### src/hdl/dense_layer_with_activation_macros.svh
// Assertion macros for the dense layer block.
// No dependencies; included by the top level.
`ifndef DENSE_LAYER_WITH_ACTIVATION_MACROS_SVH
`define DENSE_LAYER_WITH_ACTIVATION_MACROS_SVH
// Implication checked on every clock edge outside reset.
`define DLA_ASSERT(label, clk, rst_n, prop, msg) \
    label: assert property (@(posedge clk) disable iff (!rst_n) prop) else $error(msg);
// Implication checked on every edge, reset included.
`define DLA_ASSERT_ALWAYS(label, clk, prop, msg) \
    label: assert property (@(posedge clk) prop) else $error(msg);
`endif

### src/hdl/dla_pkg.sv
// Package for the dense layer block: payload types, codes, sigmoid table.
// No dependencies.
package dla_pkg;
    localparam int MAX_INPUTS  = 64;
    localparam int MAX_NEURONS = 16;
    localparam int QUEUE_DEPTH = 2;

    typedef enum logic [1:0] {
        OP_WEIGHT = 2'd0,
        OP_BIAS   = 2'd1,
        OP_SAMPLE = 2'd2,
        OP_NONE   = 2'd3
    } t_op;

    typedef enum logic [1:0] {
        CFG_MODE    = 2'd0,
        CFG_INPUTS  = 2'd1,
        CFG_NEURONS = 2'd2,
        CFG_UNUSED  = 2'd3
    } t_cfg_idx;

    localparam logic [1:0] ACT_RELU = 2'd1;
    localparam logic [1:0] ACT_SIG  = 2'd2;

    typedef struct packed {
        logic [1:0]         operation;
        logic [3:0]         neuron_index;
        logic [5:0]         input_index;
        logic signed [15:0] value;
    } t_in_word;

    typedef struct packed {
        logic [3:0]         out_neuron;
        logic signed [15:0] activation;
        logic               last;
    } t_out_word;

    // Classified command from the front part.
    typedef struct packed {
        logic               start;   // sample store that completes the input set
        logic [1:0]         op;
        logic [3:0]         nidx;
        logic [5:0]         iidx;
        logic signed [15:0] value;
    } t_cmd;

    typedef enum logic [2:0] {
        ST_IDLE,
        ST_BIAS,
        ST_MAC,
        ST_DRAIN,
        ST_POST,
        ST_EMIT
    } t_state;

    function automatic logic [8:0] sig_half(input logic [6:0] k);
        logic [8:0] t [0:127];
        t = '{
            128, 132, 136, 140, 144, 148, 152, 156, 159, 163, 167, 170, 174, 177, 181, 184,
            187, 190, 193, 196, 199, 202, 204, 207, 209, 212, 214, 216, 218, 220, 222, 224,
            225, 227, 229, 230, 232, 233, 234, 235, 237, 238, 239, 240, 241, 241, 242, 243,
            244, 245, 245, 246, 246, 247, 248, 248, 248, 249, 249, 250, 250, 250, 251, 251,
            251, 252, 252, 252, 252, 253, 253, 253, 253, 253, 254, 254, 254, 254, 254, 254,
            254, 254, 254, 255, 255, 255, 255, 255, 255, 255, 255, 255, 255, 255, 255, 255,
            255, 255, 255, 255, 256, 256, 256, 256, 256, 256, 256, 256, 256, 256, 256, 256,
            256, 256, 256, 256, 256, 256, 256, 256, 256, 256, 256, 256, 256, 256, 256, 256
        };
        return t[k];
    endfunction
endpackage

### src/hdl/dla_queue.sv
// Short command queue between front and back parts.
// Depends on dla_pkg.
module dla_queue (
    input  logic          i_clk,
    input  logic          i_rst_n,
    input  logic          i_push,
    input  dla_pkg::t_cmd i_cmd,
    output logic          o_full,
    output logic          o_empty,
    input  logic          i_pop,
    output dla_pkg::t_cmd o_cmd
);
    localparam int AW = $clog2(dla_pkg::QUEUE_DEPTH);
    dla_pkg::t_cmd r_mem [0:dla_pkg::QUEUE_DEPTH-1];
    logic [AW-1:0] r_wp, r_rp;
    logic [AW:0]   r_cnt;

    assign o_full  = (r_cnt == (AW+1)'(dla_pkg::QUEUE_DEPTH));
    assign o_empty = (r_cnt == '0);
    assign o_cmd   = r_mem[r_rp];

    always_ff @(posedge i_clk) begin
        if (!i_rst_n) begin
            r_wp  <= '0;
            r_rp  <= '0;
            r_cnt <= '0;
        end else begin
            if (i_push) r_wp <= r_wp + 1'b1;
            if (i_pop)  r_rp <= r_rp + 1'b1;
            r_cnt <= r_cnt + (AW+1)'(i_push) - (AW+1)'(i_pop);
        end
        if (i_push) r_mem[r_wp] <= i_cmd;
    end
endmodule

### config.mk
export PLATFORM = sky130hd
export DESIGN_NAME = dla_queue
export DESIGN_NICKNAME = d
export VERILOG_FILES = /design/src/hdl/dense_layer_with_activation_macros.svh /design/src/hdl/dla_pkg.sv /design/src/hdl/dla_queue.sv
export SDC_FILE = /design/constraint.sdc
export NUM_CORES = 1
export LEC_CHECK = 0
export BUFFER_PORTS_ARGS = -buffer_cell sky130_fd_sc_hd__buf_2
export CAP_MARGIN = 10
export CORE_MARGIN = 2
export CORE_UTILIZATION = 55
export DETAILED_ROUTE_END_ITERATION = 16
export GPL_TIMING_DRIVEN = 0
export PLACE_DENSITY = 0.85
export SLEW_MARGIN = 20
export SYNTH_ARGS = -nofsm -noshare
export SYNTH_HDL_FRONTEND = slang
export SYNTH_SLANG_ARGS = --single-unit
### constraint.sdc
create_clock -name i_clk -period 4.04 [get_ports i_clk]
set_clock_uncertainty 0.15 [all_clocks]
set_input_delay 0 -clock i_clk [delete_from_list [all_inputs] [get_ports i_clk]]
set_output_delay 0 -clock i_clk [all_outputs]
set_load 0.005 [all_outputs]
==> flow_metrics.tcl <==
set metrics [dict create \
    status "complete, no violations" \
    h-tree-depth 3 \
    netlist_area_mm2 0.002359 \
    grt_pass1_wl_mm 6.865 \
    rsz0062_at_grt "false" \
    cts.sinks 63 \
    die_area_mm2 0.004828 \
    p_per_area_mw_per_mm2 426.4 \
    antennaDiodeCount 0 \
    die_h_um 69.49 \
    final_max_slew_viol_count 0 \
    synth_cell_types 14 \
    yosys_warnings 0 \
    hold_viol_final 0 \
    layout_common_cells "buf_2 (64), edfxtp_1 (58), dlygate4sd3_1 (33)" \
    start_kind "flop" \
    netlist_top_cells_area "edfxtp_1 (74%), mux2_2 (9.1%), mux2_4 (6.4%)" \
    dpl.hpwl_mm 2.733 \
    synth_top_area_cell "edfxtp_1" \
    drtPass1Iterations 4 \
    grt_max_degree 30 \
    overflow 0 \
    initial_utilization_pct 58.13 \
    placed_area_mm2 0.002773 \
    core_area_mm2 0.004058 \
    synth_top_area_share_pct 73.85 \
    arrival_ps 1450 \
    gp_congestion 0.7267 \
    cp_top_family "buffers and inverters" \
    drt-vias-per-instance 4.777 \
    clkTransAtPathRegs_ps 60 \
    min_period_ps 1601 \
    fin_cells 274 \
    worst_slew_pin_slew_ps 658.7 \
    worstHoldPathType "in -> reg" \
    nets 254 \
    setup_viol 0 \
    grt_pass1_vias 1488 \
    placedCellCount 225 \
    cap_violations 0 \
    crit_top_cell "buf_6" \
    timing.slew.headroom_pct 56.09 \
    ys_seq_area_share_pct 78.09 \
    crit_path_max_incr_delay_ps 330 \
    layout-drive-gt1-share_pct 48.66 \
    insertion_delay_ps 330 \
    row_count 23 \
    finish.utilization_pct 80.30 \
    vias 1309 \
    crit_fanout 10 \
    ir_worst_vdd_mv 0.3110 \
    ys_ff_latch 63 \
    critPathKind "reg -> out" \
    postSynthCellCount 111 \
    cp.required_ps 3890 \
    io_pins 64 \
    portBuffers 63 \
    tns_ps 0 \
    numCtsBuffers 9 \
    final_common_cell "buf_2" \
    drtIter0Drc 90 \
    p_leak_nw 1.297 \
    ant_nets 0 \
    cts_buffer_depth 2 \
    wl_per_cell_um 15.51 \
    path_cells "buf_6 > buf_6 > mux2_4 > buf_2" \
    drt_wl_total_mm 4.251 \
    cts_setup_buffers 0 \
    cts_tree "built" \
    antenna_found_initial 0 \
    area.growth.synth_to_final_pct 38.14 \
    die_w_um 69.49 \
    cp-end-kind "output pin" \
    cts_root_buf "clkbuf_8" \
    grt_use_total_pct 19.82 \
    syn_area_per_cell_um2 21.25 \
    mappedNetlistNets 146 \
    max_freq_mhz 624.7 \
    worst-path-buf-inv 3 \
    fin_crit_sh_pct 39.62 \
    drc 0 \
    slowest_stage "dfxtp_1" \
    fin_area_mm2 0.003258 \
]
-- flip-flops by register name (all words and copies together), names as in the netlist, named ones only --
name	cells
r_mem	58
r_wp	1
r_cnt	2
r_rp	1
-- area by class of cell --
cell class                      instances  area [um2]
Sequential cell                        63        1842
Fill cell                             213       799.5
Timing Repair Buffer                   97       673.1
Multi-Input combinational cell         43       490.5
Clock buffer                           10       127.6
Tap cell                               50       62.56
Clock inverter                          6       27.53
Buffer                                  3       27.53
Inverter                                2       7.507
-- metrics by stage --
stage	hold WS, ps	power, mW	setup slack (ps)
global route	233.8	1.452	2375
detailed placement	41.30	0.9483	2460
global placement	36.68	0.9311	1252
CTS	225.2	1.399	2415
floorplan	-51.13	0.8703	1825
finish	243.1	1.389	2439
-- repair_timing --
item	CTS	global route
endpoints found under the setup margin	0	0
endpoints found under the hold margin	63	0
hold buffers	33	0
resized for setup	0	0
-- logic make-up after synthesis --
family          synth area share, %
flops                         78.09
mux                           15.44
simple gates                  2.281
xor+xnor                      1.326
buf+inv                       1.485
compound gates               0.3184
fa+ha+maj                     1.061
-- final timing paths --
| kind | from | to | slack [ps] | cells after the start |
|---|---|---|---|---|
| max | flop | o_cmd[9] | 2440 | 4 |
| min | i_cmd[6] | r_mem[0][6] | 240 | 2 |
| max reg2reg | r_wp | r_mem[1][18] | 2510 | 1 |
| min reg2reg | r_rp | flop | 460 | 2 |
-- layer usage --
layer	part of all wire, %	wire length [um]	vias up	track usage, %
met5	0	0	-	0
li1	-	-	642	-
met3	5.5	233	6	7.558
met4	1.1	45	0	11.11
met2	56	2395	49	35.15
met1	37	1576	612	19.70
-- cell usage after synthesis --
cell type	instances
nor2b_1	4
inv_1	2
xnor3_1	1
buf_2	1
ha_1	2
buf_6	2
o21a_1	1
edfxtp_1	58
nor2_1	1
and2_1	4
dfxtp_1	5
mux2_2	19
mux2_4	10
xor2_1	1
-- power breakdown --
group / internal [mW] / switching [mW]
registers: 0.753 / 0.0142
clock network: 0.213 / 0.219
logic: 0.116 / 0.0736
total: 1.08 / 0.307
Power figures use the tool's default switching activity.
