<file path="src/hdl/dense_layer_with_activation_macros.svh">
// Assertion macros for the dense layer block.
// No dependencies; included by the top level.
`ifndef DENSE_LAYER_WITH_ACTIVATION_MACROS_SVH
`define DENSE_LAYER_WITH_ACTIVATION_MACROS_SVH
// Implication checked on every clock edge outside reset.
`define DLA_ASSERT(label, clk, rst_n, prop, msg) \
    label: assert property (@(posedge clk) disable iff (!rst_n) prop) else $error(msg);
// Implication checked on every edge, reset included.
`define DLA_ASSERT_ALWAYS(label, clk, prop, msg) \
    label: assert property (@(posedge clk) prop) else $error(msg);
`endif

</file>
<file path="src/hdl/dla_pkg.sv">
// Package for the dense layer block: payload types, codes, sigmoid table.
// No dependencies.
package dla_pkg;
    localparam int MAX_INPUTS  = 64;
    localparam int MAX_NEURONS = 16;
    localparam int QUEUE_DEPTH = 2;

    typedef enum logic [1:0] {
        OP_WEIGHT = 2'd0,
        OP_BIAS   = 2'd1,
        OP_SAMPLE = 2'd2,
        OP_NONE   = 2'd3
    } t_op;

    typedef enum logic [1:0] {
        CFG_MODE    = 2'd0,
        CFG_INPUTS  = 2'd1,
        CFG_NEURONS = 2'd2,
        CFG_UNUSED  = 2'd3
    } t_cfg_idx;

    localparam logic [1:0] ACT_RELU = 2'd1;
    localparam logic [1:0] ACT_SIG  = 2'd2;

    typedef struct packed {
        logic [1:0]         operation;
        logic [3:0]         neuron_index;
        logic [5:0]         input_index;
        logic signed [15:0] value;
    } t_in_word;

    typedef struct packed {
        logic [3:0]         out_neuron;
        logic signed [15:0] activation;
        logic               last;
    } t_out_word;

    // Classified command from the front part.
    typedef struct packed {
        logic               start;   // sample store that completes the input set
        logic [1:0]         op;
        logic [3:0]         nidx;
        logic [5:0]         iidx;
        logic signed [15:0] value;
    } t_cmd;

    typedef enum logic [2:0] {
        ST_IDLE,
        ST_BIAS,
        ST_MAC,
        ST_DRAIN,
        ST_POST,
        ST_EMIT
    } t_state;

    function automatic logic [8:0] sig_half(input logic [6:0] k);
        logic [8:0] t [0:127];
        t = '{
            128, 132, 136, 140, 144, 148, 152, 156, 159, 163, 167, 170, 174, 177, 181, 184,
            187, 190, 193, 196, 199, 202, 204, 207, 209, 212, 214, 216, 218, 220, 222, 224,
            225, 227, 229, 230, 232, 233, 234, 235, 237, 238, 239, 240, 241, 241, 242, 243,
            244, 245, 245, 246, 246, 247, 248, 248, 248, 249, 249, 250, 250, 250, 251, 251,
            251, 252, 252, 252, 252, 253, 253, 253, 253, 253, 254, 254, 254, 254, 254, 254,
            254, 254, 254, 255, 255, 255, 255, 255, 255, 255, 255, 255, 255, 255, 255, 255,
            255, 255, 255, 255, 256, 256, 256, 256, 256, 256, 256, 256, 256, 256, 256, 256,
            256, 256, 256, 256, 256, 256, 256, 256, 256, 256, 256, 256, 256, 256, 256, 256
        };
        return t[k];
    endfunction
endpackage

</file>
<file path="src/hdl/dla_front.sv">
// Front part: accepts input words, filters invalid ones, flags the start.
// Depends on dla_pkg.
module dla_front (
    input  logic              i_clk,
    input  logic              i_rst_n,
    input  logic              i_valid,
    output logic              o_ready,
    input  dla_pkg::t_in_word i_word,
    input  logic [5:0]        i_last_idx,
    output logic              o_push,
    output dla_pkg::t_cmd     o_cmd,
    input  logic              i_full
);
    logic r_vld;
    dla_pkg::t_cmd r_cmd;
    dla_pkg::t_cmd n_cmd;
    logic n_keep;

    assign o_ready = !r_vld || !i_full;
    assign o_push  = r_vld && !i_full;
    assign o_cmd   = r_cmd;

    always_comb begin
        n_cmd.op    = i_word.operation;
        n_cmd.nidx  = i_word.neuron_index;
        n_cmd.iidx  = i_word.input_index;
        n_cmd.value = i_word.value;
        n_cmd.start = (i_word.operation == dla_pkg::OP_SAMPLE) &&
                      (i_word.input_index == i_last_idx);
        n_keep = (i_word.operation != dla_pkg::OP_NONE);
    end

    always_ff @(posedge i_clk) begin
        if (!i_rst_n) begin
            r_vld <= 1'b0;
        end else if (o_ready) begin
            r_vld <= i_valid && n_keep;
        end
        if (o_ready) begin
            r_cmd <= n_cmd;
        end
    end
endmodule

</file>
<file path="config.mk">
export PLATFORM = sky130hd
export DESIGN_NAME = dla_front
export DESIGN_NICKNAME = d
export VERILOG_FILES = /design/src/hdl/dense_layer_with_activation_macros.svh /design/src/hdl/dla_pkg.sv /design/src/hdl/dla_front.sv
export SDC_FILE = /design/constraint.sdc
export NUM_CORES = 1
export LEC_CHECK = 0
export BUFFER_PORTS_ARGS = -buffer_cell sky130_fd_sc_hd__buf_4
export CORE_MARGIN = 5
export CORE_UTILIZATION = 42
export CTS_CLUSTER_DIAMETER = 30
export DETAILED_ROUTE_END_ITERATION = 10
export PLACE_DENSITY_LB_ADDON = 0.15
export RECOVER_POWER = 25
export SLEW_MARGIN = 20
export SYNTH_ARGS = -nofsm -noshare
export SYNTH_HDL_FRONTEND = slang
export SYNTH_SLANG_ARGS = --single-unit
</file>
<file path="constraint.sdc">
create_clock -name i_clk -period 2.8 [get_ports i_clk]
set_input_delay 0.14 -clock i_clk [delete_from_list [all_inputs] [get_ports i_clk]]
set_output_delay 0.14 -clock i_clk [all_outputs]
set_load 0.01 [all_outputs]
</file>
==> qor.yml <==
status:
  status: "complete, no violations"
route:
  viasPerCell: 4.37
  via_count: 769
  antenna_left: 0
  drt-pass1-iter-count: 4
  drtIter0Drc: 14
  drt_drc_violations_left: 0
  finalWirelength_mm: 2.54
  routedWlPerCell_um: 14.4
critical_path:
  required_ps: 2660
  crit_arrival_ps: 1210
  path_cells: "nand2_1 > buf_4 > buf_4"
  cp-end-kind: "primary output"
  path_common_cell: "buf_4"
  critPathLaunchType: "flop"
  slowest_delay_ps: 330
  critPathMaxFanout: 31
  path_class: "reg -> out"
  path_delay_family: "buffers and inverters"
  path_buf_inv: 2
  cpMaxStageDelayCell: "buf_4"
logic_synthesis:
  ys_seq_area_frac: 0.897
  netlist_area_um2: 993
  synth-seq-cells: 30
  synth_adder_area_share: 0
  synth.distinct_cells: 10
  synth_compound_area_frac: 0.00756
  yosysWarnings: 0
  synth_xor_area_frac: 0.0529
  synth_cells: 44
  synth_nets: 82
  synth-simple-area-share: 0.0428
  synth_top_family_by_area: "XOR/XNOR gates"
  syn_area_per_cell_um2: 22.6
  muxShareOfSynthArea: 0
global_route:
  grt_max_degree: 32
  grt_antenna_before_repair: 0
  first_global_vias: 786
  grt_overflow: 0
  grt_pass1_wl_mm: 3.66
  track_usage: 0.151
placement:
  post_dp_cell_area_um2: 1550
  place_ws_ps: 1770
  portBuffers: 68
  dp_cells: 141
  place_congestion: 0.697
clock_tree:
  ctsResizeCount: 0
  numCtsBuffers: 5
  cts-root-buf: "clkbuf_4"
  cts_sinks: 30
  cts_tree: "yes"
  clkSlewWorstSetupHoldPaths_ps: 80
  htree_num_levels: 2
  cts_buffer_depth: 2
  clk_latency_ps: 300
floorplanning:
  die_w_um: 58.6
  initial_core_util: 0.445
  io_pins: 69
  design.die.area_um2: 3440
  die_y_um: 58.6
  rows: 17
  coreArea_um2: 2230
min_path:
  hold_path.class: "in -> reg"
timing:
  setup_tns_ps: 0
  worst_slew_pin_slew_ps: 360
  finalSetupViolCount: 0
  fin_crit_ps: 1350
  fmax_ghz: 0.743
  hold_viol: 0
  slew_headroom: 0.760
  rsz0062_at_grt: "false"
  finClkSkew_ps: 4.60
  final_max_slew_viol_count: 0
  period_share: 0.481
  setup_slack_ps: 1450
layout:
  antenna-diode-count: 0
  layout-drive-gt1-share: 0.480
  final_cell_area_um2: 1850
  layout.nets: 185
  num-fill-cells: 121
  layout_commonest_cell: "buf_4"
  fin_cells: 176
  final_cell_mix: "buf_4, edfxtp_1, dlygate4sd3_1"
  syn2layout_area_growth_pct: 86.3
run:
  max_cap_violations: 0
pwr:
  irDropWorstVdd_uv: 419
  total_power_mw: 0.903
  power_leakage_nw: 0.796
  pwr_density_cell_nw_per_um2: 488
==> worst paths after layout <==
path,from,to,slack [ps],cells past startpoint
worst max register to register,r_vld,o_cmd[27],1760,2
worst min register to register,r_vld,o_cmd[26],830,2
worst max-delay path,r_vld,o_ready,1450,3
worst min-delay path,i_word[27],o_cmd[27],90,1
==> through the flow <==
| stage | hold slack, ps | util |
|---|---|---|
| 2_1_floorplan | 239 | - |
| 3_3_place_gp | 319 | 0.692 |
| 3_5_place_dp | 319 | 0.692 |
| 4_1_cts | 4.19 | 0.804 |
| 5_1_grt | 78.8 | 0.829 |
| 6_report | 87.1 | 0.829 |
==> state kept, by name (all words and copies together), names as in the netlist <==
register and flops:
o_cmd 29, r_vld 1
==> power by group <==
group | leakage [nW] | switching [mW] | internal (mW)
combinational | 0.457 | 0.0553 | 0.0953
sequential | 0.312 | 0.00901 | 0.525
clock | 0.0277 | 0.129 | 0.0892
==> synthesized netlist by cell type, drive strengths merged <==
| cell type | instances | area share |
|---|---|---|
| edfxtp | 29 | 0.88 |
| nand2 | 3 | 0.011 |
| a21boi | 1 | 0.0076 |
| nand3 | 1 | 0.0050 |
| nand3b | 1 | 0.0076 |
| xnor2 | 4 | 0.035 |
| nor4 | 1 | 0.013 |
| nor2b | 1 | 0.0063 |
| xor2 | 2 | 0.018 |
| dfxtp | 1 | 0.020 |
==> kinds of logic after synthesis <==
family	Yosys count
compound gates	1
simple gates	7
flops	30
xor+xnor	6
==> area by class of cell <==
type	instances	area, um2	area share
timing repair buffer	96	773	0.418
multi-input combinational	14	103	0.0554
clock inverter	3	11.3	0.00609
clock buffer	5	37.5	0.0203
sequential	30	891	0.481
tap	28	35.0	0.0189
==> timing repair <==
| action | in CTS | in global routing |
|---|---|---|
| hold buffers | 20 | 7 |
| endpoints found under the hold margin | 20 | 7 |
| buffers inserted | 0 | 0 |
==> routing by layer <==
layer,up-vias,wire [um],GRT usage
li1,372,-,-
met1,352,838,0.146
met2,43,1410,0.279
met3,2,270,0.0702
met4,0,17,0.0485
met5,-,0,0
(Power assumes the default switching activity.)
